$ cat src/design/rvx_pkg.sv
// Package for the RV32I subset execute stage: command codes, opcodes and helpers.
// Depends on nothing; the top level and the register file import it.
package rvx_pkg;

  typedef enum logic [4:0] {
    CMD_ADD, CMD_SUB, CMD_AND, CMD_OR, CMD_XOR, CMD_SLL, CMD_SRL, CMD_SRA,
    CMD_ADDI, CMD_ANDI, CMD_ORI, CMD_XORI, CMD_SLLI, CMD_SRLI, CMD_SRAI,
    CMD_LW, CMD_JALR, CMD_SW, CMD_BEQ, CMD_BNE, CMD_BGE, CMD_BLT, CMD_JAL, CMD_EXIT
  } cmd_t;

  typedef enum logic [2:0] {
    ALU_ADD, ALU_SUB, ALU_AND, ALU_OR, ALU_XOR, ALU_SLL, ALU_SRL, ALU_SRA
  } alu_op_t;

  localparam logic [6:0]  OPC_REG   = 7'b0110011;
  localparam logic [6:0]  OPC_IMM   = 7'b0010011;
  localparam logic [6:0]  OPC_LOAD  = 7'b0000011;
  localparam logic [6:0]  OPC_JALR  = 7'b1100111;
  localparam logic [6:0]  OPC_STORE = 7'b0100011;
  localparam logic [6:0]  OPC_BR    = 7'b1100011;
  localparam logic [6:0]  OPC_JAL   = 7'b1101111;
  localparam logic [6:0]  ALT_F7    = 7'b0100000;
  localparam logic [11:0] SRAI_MARK = 12'b010000000000;
  localparam logic [31:0] EXIT_WORD = 32'hFFFF_FFFF;
  localparam logic [31:0] START_PC_RESET = 32'd1000;

  // funct3 of each ALU operation.
  function automatic logic [2:0] alu_f3(input alu_op_t op);
    logic [2:0] f;
    case (op)
      ALU_ADD, ALU_SUB: f = 3'd0;
      ALU_AND:          f = 3'd7;
      ALU_OR:           f = 3'd6;
      ALU_XOR:          f = 3'd4;
      ALU_SLL:          f = 3'd1;
      default:          f = 3'd5;
    endcase
    return f;
  endfunction

  // funct3 of beq, bne, bge, blt.
  function automatic logic [2:0] br_f3(input logic [1:0] k);
    logic [2:0] f;
    case (k)
      2'd0:    f = 3'd0;
      2'd1:    f = 3'd1;
      2'd2:    f = 3'd5;
      default: f = 3'd4;
    endcase
    return f;
  endfunction

  // Register file contents after reset: x1..x6 hold their own index.
  function automatic logic [31:0] reg_reset_val(input logic [4:0] idx);
    return (idx >= 5'd1 && idx <= 5'd6) ? {27'd0, idx} : 32'd0;
  endfunction

  // Standard 32-bit encoding of one instruction.
  function automatic logic [31:0] encode(input cmd_t cmd, input logic [4:0] rd,
                                         input logic [4:0] rs1, input logic [4:0] rs2,
                                         input logic [20:0] imm);
    logic [31:0] w;
    alu_op_t     op;
    logic [11:0] f;
    logic [6:0]  f7;
    w  = 32'd0;
    op = ALU_ADD;
    f  = imm[11:0];
    f7 = 7'd0;
    case (cmd) inside
      [CMD_ADD:CMD_SRA]: begin
        op = alu_op_t'(cmd[2:0]);
        f7 = (cmd == CMD_SUB || cmd == CMD_SRA) ? ALT_F7 : 7'd0;
        w  = {f7, rs2, rs1, alu_f3(op), rd, OPC_REG};
      end
      [CMD_ADDI:CMD_SRAI]: begin
        op = (cmd == CMD_ADDI) ? ALU_ADD : alu_op_t'(3'(cmd - 5'd7));
        if (op == ALU_SLL || op == ALU_SRL || op == ALU_SRA) begin
          f = {7'd0, imm[4:0]} | ((op == ALU_SRA) ? SRAI_MARK : 12'd0);
        end
        w = {f, rs1, alu_f3(op), rd, OPC_IMM};
      end
      CMD_LW:   w = {imm[11:0], rs1, 3'd2, rd, OPC_LOAD};
      CMD_JALR: w = {imm[11:0], rs1, 3'd0, rd, OPC_JALR};
      CMD_SW:   w = {imm[11:5], rs2, rs1, 3'd2, imm[4:0], OPC_STORE};
      [CMD_BEQ:CMD_BLT]: begin
        w = {imm[12], imm[10:5], rs2, rs1, br_f3(2'(cmd - 5'd18)), imm[4:1], imm[11], OPC_BR};
      end
      CMD_JAL:  w = {imm[20], imm[10:1], imm[11], imm[19:12], rd, OPC_JAL};
      CMD_EXIT: w = EXIT_WORD;
      default:  w = 32'd0;
    endcase
    return w;
  endfunction

endpackage

$ cat src/design/rvx_regfile.sv
// Register file: 32 words, two registered read ports, one write port.
// Valid bits give the reset contents of entries never written. Uses rvx_pkg.
module rvx_regfile (
  input  logic        clk,
  input  logic        rst_n,
  input  logic        rd_en,
  input  logic [4:0]  rd_addr1,
  input  logic [4:0]  rd_addr2,
  output logic [31:0] rd_data1,
  output logic [31:0] rd_data2,
  input  logic        wr_en,
  input  logic [4:0]  wr_addr,
  input  logic [31:0] wr_data
);
  import rvx_pkg::*;

  logic [31:0] mem [32];
  logic [31:0] vld_r;

  always_ff @(posedge clk) begin
    if (!rst_n) begin
      vld_r <= '0;
    end else if (wr_en) begin
      vld_r[wr_addr] <= 1'b1;
    end
  end

  always_ff @(posedge clk) begin
    if (wr_en) begin
      mem[wr_addr] <= wr_data;
    end
    if (rd_en) begin
      rd_data1 <= vld_r[rd_addr1] ? mem[rd_addr1] : reg_reset_val(rd_addr1);
      rd_data2 <= vld_r[rd_addr2] ? mem[rd_addr2] : reg_reset_val(rd_addr2);
    end
  end
endmodule

$ cat config.mk
export PLATFORM = sky130hd
export DESIGN_NAME = rvx_regfile
export DESIGN_NICKNAME = d
export VERILOG_FILES = /design/src/design/rvx_pkg.sv /design/src/design/rvx_regfile.sv
export SDC_FILE = /design/constraint.sdc
export NUM_CORES = 1
export LEC_CHECK = 0
export ABC_AREA = 0
export BUFFER_PORTS_ARGS = -buffer_cell sky130_fd_sc_hd__buf_2
export CORE_MARGIN = 3
export CORE_UTILIZATION = 30
export DETAILED_ROUTE_END_ITERATION = 8
export GPL_TIMING_DRIVEN = 0
export PLACE_DENSITY_LB_ADDON = 0.2
export RECOVER_POWER = 50
export SLEW_MARGIN = 20
export SYNTH_ARGS = -nofsm -noshare
export SYNTH_HDL_FRONTEND = slang
export SYNTH_SLANG_ARGS = --single-unit
$ cat constraint.sdc
create_clock -name clk -period 2.8 [get_ports clk]
set_input_delay 0.14 -clock clk [delete_from_list [all_inputs] [get_ports clk]]
set_output_delay 0.14 -clock clk [all_outputs]
set_load 0.01 [all_outputs]
==> flow_summary_export.csv, run 1 <==
group,metric,value,unit
sta,hold_viol,0,
synthesis,synth.most_common_cell,"edfxtp_1",
global_routing,antenna_found_initial,2,
hold_path,hold_class,"input port to register",
global_routing,grt_first_pass_wirelength,250000,um
floorplan,design.core.area,168000,sq um
synthesis,syn_nets,2317,
synthesis,synth_top_area_share,64.5,%
synthesis,synth.avg_cell_area,22.4,sq um
run,cap_violations,6,
route,wl,185000,um
route,drt-pass1-iter-count,5,
route,drc,0,
worst_setup_path,start_kind,"input port",
final_layout,drive_above_1_share,41.6,%
sta,rsz0062_at_grt,"false",
sta,finClkSkew,24.6,ps
cts,tritoncts,"built",
synthesis,synth-xor-area-share,0,%
final_layout,fillerInstances,15400,
sta,hold_ws,103,ps
pwr,p_leak,18.8,nW
route,drt-wirelength-per-cell,37.6,um
cts,clk_path_buf_depth,3,
sta,max_freq,348,MHz
worst_setup_path,endpoint_kind,"register",
synthesis,synth-seq-area-share,65.7,%
worst_setup_path,worstPathArrival,3380,ps
cts,numCtsBuffers,132,
worst_setup_path,critPathMaxStageDelay,940,ps
sta,fin_crit,2870,ps
worst_setup_path,crit_chain,"clkbuf_1 -> clkbuf_1 -> clkbuf_1 -> mux4_2 -> mux2i_1 -> nor2_1",
floorplan,die_area,174000,sq um
status,status,"complete, but fails checks",
global_routing,grt_overflow,0,
synthesis,synth_top_area_cell,"edfxtp_1",
worst_setup_path,reg2reg_from,"vld_r[31]",
cts,ctsRootBufferMaster,"clkbuf_16",
synthesis,synthSimpleGateAreaFrac,1.18,%
global_routing,grt_usage,21.2,%
sta,timing.slew.headroom,-45.1,%
cts,htree_num_levels,4,
synthesis,async_flop_share,0,%
sta,setup_ws,-74.4,ps
placement,gp_congestion,0.799,
final_layout,syn2layout_area_growth,18.5,%
floorplan,rows,150,
synthesis,synth_cell_type_count,37,
pwr,powerDensity,636,nW/um^2
route,drt.antenna.violating_nets,0,
sta,tightest_slew,2180,ps
synthesis,synth_top_family_by_area,"multiplexers",
cts,clock_sinks,1120,
status,violations,"max-capacitance violations, max-slew violations, negative setup slack",
final_layout,utilization,35.8,%
sta,final-max-slew-violation-count,119,
placement,dp_hpwl,127000,um
hold_path,hp-start,"wr_addr[4]",
route,vias,28000,
worst_setup_path,cp_max_fo,10,
synthesis,synth_compound_area_share,1.29,%
worst_setup_path,path_class,"input port to register",
worst_setup_path,crit_start,"rd_addr2[2]",
cts,clkLatencyLatePin,770,ps
synthesis,ys.warnings.count,0,
route,routed_via_density,5.70,
placement,pre_cts_ws,-1260,ps
floorplan,die_h,417,um
global_routing,grt_pass1_vias,29700,
synthesis,synth_mux_area_share,30.1,%
floorplan,initial_core_util,30.2,%
placement,port_buffers,108,
floorplan,io_pins,115,
global_routing,grt_max_degree,38,
sta,min_period_over_period,103,%
sta,finalSetupViolations,1,
synthesis,dominantRegCellSynth,"edfxtp_1",
synthesis,synth_common_cells,"1088 x edfxtp_1, 630 x mux4_2, 90 x nor2_1",
floorplan,die_w,417,um
worst_setup_path,required,3300,ps
synthesis,syn-cell-area,50700,sq um
synthesis,synth_fa_ha_area_share,0,%
synthesis,synthCells,2266,
cts,cts.clk_slew.worst_paths,50,ps
worst_setup_path,slowest_stage,"clkbuf_1",
synthesis,synth_seq_cells,1120,
worst_setup_path,cp_common_cell,"clkbuf_1",
pwr,vdd_drop_max,0.685,mV
final_layout,n_antenna_cell,0,
synthesis,synth_edf_count,1088,
final_layout,finish.net_count,2662,
route,drtIter0Drc,3368,
synthesis,synth_area_leaders,"edfxtp_1 64%, mux4_2 28%, mux2i_1 1.6%",
==> layout by cell type, fill, tap and decap left out, drive strengths merged, types with 22 or more instances in the layout <==
cell,netlist,final
buf,91,230
clkbuf,83,288
clkinv,1,55
dfxtp,32,32
dlygate4sd3,0,34
edfxtp,1088,1088
mux2,22,22
mux2i,83,83
mux4,630,630
nor2,90,90
o21a,32,32
==> where the power goes <==
group | internal (mW) | switching (mW) | leakage (nW)
clock | 9.09 | 6.99 | 1.94
sequential | 18.7 | 0.0901 | 10.1
combinational | 1.36 | 1.99 | 6.74
==> timing repair <==
action / CTS / global route
hold buffers: 34 / 0
endpoints found under the setup margin: 17 / 3
setup buffers: 0 / 0
endpoints found under the hold margin: 1084 / 0
gates resized for setup: 6 / 4
==> sequential cells by signal (all words and copies together), names as in the netlist <==
name,cells
mem,1024
rd_data1,32
rd_data2,32
vld_r,32
==> path summary, 6_finish.rpt <==
path | end | cells past startpoint | slack, ps
max | rd_data2[10] | 6 | -70
min | mem[20][16] | 3 | 100
min reg2reg | vld_r[18] | 1 | 480
max reg2reg | rd_data1[10] | 5 | 20
==> through the flow <==
step / power [mW] / TNS, ps / instance area (sq um) / cells
4_1_cts: 38.5 / 0 / 60200 / 4910
3_5_place_dp: 22.4 / -45210 / 55900 / 4648
6_report: 38.2 / -74.4 / 60100 / 4910
5_1_grt: 39.3 / 0 / 60100 / 4910
2_1_floorplan: 20.9 / 0 / 50700 / 2266
3_3_place_gp: 22.3 / -2902920 / 54000 / 4578
==> layer usage <==
layer,GRT usage [%],up-vias,wire (um)
met1,27.2,15500,71900
li1,-,10800,-
met3,4.04,350,13100
met4,7.99,0,7430
met2,35.8,1377,92000
met5,0,-,0
==> kinds of logic (layout without fill, tap and decap cells) <==
family	count (synthesis)	after routing
flops	1120	1120
compound gates	97	97
mux	735	735
buf+inv	176	616
simple gates	138	138
==> area by class of cell <==
| class | count | area (sq um) | area share (%) |
|---|---|---|---|
| timing repair buffer | 212 | 2390 | 3.98 |
| multi-input combinational | 970 | 16700 | 27.9 |
| clock buffer | 168 | 3570 | 5.94 |
| sequential | 1120 | 33300 | 55.5 |
| tap | 2204 | 2760 | 4.59 |
| clock inverter | 61 | 378 | 0.629 |
| inverter | 2 | 7.51 | 0.0125 |
| buffer | 173 | 906 | 1.51 |
==> worst max-delay path: cells and delay by family <==
family | cells | cell delay, ps
buffers and inverters | 3 | 2320
AND/OR/NAND/NOR | 1 | 400
multiplexers | 2 | 500
(Power assumes the default switching activity.)
==> run 2, diff against run 1 <==
--- a/config.mk
+++ b/config.mk
@@ -6,5 +6,4 @@
 export NUM_CORES = 1
 export LEC_CHECK = 0
-export ABC_AREA = 0
 export BUFFER_PORTS_ARGS = -buffer_cell sky130_fd_sc_hd__buf_2
 export CORE_MARGIN = 3
@@ -12,5 +11,5 @@
 export DETAILED_ROUTE_END_ITERATION = 8
 export GPL_TIMING_DRIVEN = 0
-export PLACE_DENSITY_LB_ADDON = 0.2
+export PLACE_DENSITY_LB_ADDON = 0.1
 export RECOVER_POWER = 50
 export SLEW_MARGIN = 20
==> constraint.sdc (replaced) <==
create_clock -name clk -period 2.8 [get_ports clk]
set_input_delay 0.14 -clock clk [delete_from_list [all_inputs] [get_ports clk]]
set_output_delay 0.14 -clock clk [all_outputs]
set_load 0.05 [all_outputs]
==> run 2 against run 1 <==
The flow still finishes with violations (max-capacitance violations, max-slew violations, negative setup slack). Register-to-register slack improved by 50 ps. Clock power rose by 6%. Setup slack got worse by 37 ps. Design area is 1.2% higher. Die area is the same. Critical path depth did not move. Largest power group unchanged. Highest routed layer is now met5.
==> flow_summary_export.csv, run 2 (synthesis gave the netlist of run 1 again) <==
group,metric,value,unit
worst_setup_path,required,3300,ps
sta,rsz0062_at_grt,"false",
worst_setup_path,reg2reg_from,"vld_r[26]",
hold_path,hold_class,"input port to register",
sta,tightest_slew,2410,ps
sta,final-max-slew-violation-count,84,
global_routing,grt_max_degree,39,
cts,numCtsBuffers,136,
route,drt-wirelength-per-cell,39.5,um
sta,max_freq,343,MHz
cts,clkLatencyLatePin,770,ps
sta,finClkSkew,24.1,ps
route,drt.antenna.violating_nets,0,
cts,cts.clk_slew.worst_paths,60,ps
final_layout,final_cells,4941,
sta,fin_crit,2910,ps
cts,ctsRootBufferMaster,"clkbuf_16",
hold_path,hp-start,"wr_addr[2]",
pwr,p_leak,19.1,nW
final_layout,register_area,33300,sq um
worst_setup_path,crit_start,"rd_addr2[2]",
placement,gp_congestion,0.775,
worst_setup_path,start_kind,"input port",
pwr,powerDensity,649,nW/um^2
status,violations,"max-capacitance violations, max-slew violations, negative setup slack",
cts,tritoncts,"built",
placement,placed_cells,4668,
floorplan,die_w,417,um
floorplan,initial_core_util,30.2,%
sta,timing.slew.headroom,-60.7,%
sta,setup_ws,-112,ps
cts,clock_sinks,1120,
final_layout,top_register,"mem",
global_routing,grt_pass1_vias,29800,
worst_setup_path,worstPathArrival,3410,ps
route,routed_via_density,5.63,
floorplan,die_h,417,um
sta,finalSetupViolations,2,
final_layout,n_antenna_cell,0,
sta,hold_viol,0,
final_layout,fillerInstances,15200,
placement,dp_hpwl,136000,um
status,status,"complete, but fails checks",
floorplan,die_area,174000,sq um
worst_setup_path,endpoint_kind,"register",
pwr,vdd_drop_max,0.730,mV
sta,tns,-151,ps
floorplan,rows,150,
worst_setup_path,path_class,"input port to register",
final_layout,largest_register_ffs,1024,
final_layout,final_common_cell,"edfxtp_1",
run,cap_violations,4,
global_routing,grt_overflow,0,
global_routing,antenna_found_initial,3,
cts,post-cts-setup-buffers,0,
final_layout,mostFrequentLayoutCells,"1088 x edfxtp_1, 630 x mux4_2, 144 x clkbuf_16",
final_layout,syn2layout_area_growth,19.9,%
final_layout,multiInputGateArea,16700,sq um
route,wl,195000,um
route,drt-pass1-iter-count,5,
route,drtIter0Drc,2978,
placement,port_buffers,108,
floorplan,io_pins,115,
sta,min_period_over_period,104,%
cts,clk_path_buf_depth,3,
route,drc,0,
final_layout,finish.net_count,2687,
cts,htree_num_levels,4,
floorplan,design.core.area,168000,sq um
global_routing,grt_usage,22.5,%
final_layout,drive_above_1_share,42.5,%
global_routing,grt_first_pass_wirelength,262000,um
worst_setup_path,cp_max_fo,10,
route,vias,27800,
-- run 2: worst paths after layout --
kind | endpoint | slack, ps | cells after the start
min reg2reg | vld_r[14] | 480 | 1
max reg2reg | rd_data1[10] | 70 | 5
min | mem[9][15] | 110 | 3
max | rd_data2[10] | -110 | 6
-- run 2: area by class of cell --
| class | count | area share (%) |
|---|---|---|
| sequential | 1120 | 54.8 |
| timing repair buffer | 232 | 4.65 |
| buffer | 174 | 1.52 |
| tap | 2204 | 4.54 |
| multi-input combinational | 970 | 27.5 |
| inverter | 2 | 0.0124 |
| clock buffer | 173 | 6.11 |
| clock inverter | 66 | 0.846 |
-- run 2: stage by stage --
step / worst slack, ps / util [%] / area (sq um) / hold slack, ps / power [mW]
detailed placement: -918 / 33.7 / 56400 / 441 / 22.7
floorplan: 193 / - / 50700 / 239 / 21.1
CTS: 21.0 / 36.4 / 61000 / 25.6 / 39.9
global placement: -3360 / 32.2 / 54000 / 436 / 22.6
finish: -112 / 36.3 / 60800 / 110 / 39.5
global route: 8.80 / 36.3 / 60800 / 81.7 / 40.7
-- run 2: layer usage --
metal  part of all wire [%]  global-route usage, %  up-vias
met5                 0.0092                      0        -
met4                    3.4                   7.39        2
met3                    5.5                   3.62      298
met2                     51                   38.8     1141
met1                     40                   29.0    15600
li1                       -                      -    10800
-- run 2: power by group --
group	switching, mW	total (mW)	internal, mW
clock network	7.15	17.1	9.91
logic	2.24	3.63	1.40
registers	0.0907	18.8	18.7
total	9.48	39.5	30.0
-- run 2: critical path, stage by stage --
cell and delay [ps]:
clkbuf_1 460, clkbuf_1 870, clkbuf_1 960, mux4_2 440
mux2i_1 90, nor2_1 420
-- run 2: repair_timing --
action / in CTS / in global routing
setup endpoints to repair: 4 / 2
hold endpoints to repair: 1086 / 0
resized for setup: 3 / 4
hold buffers: 34 / 0
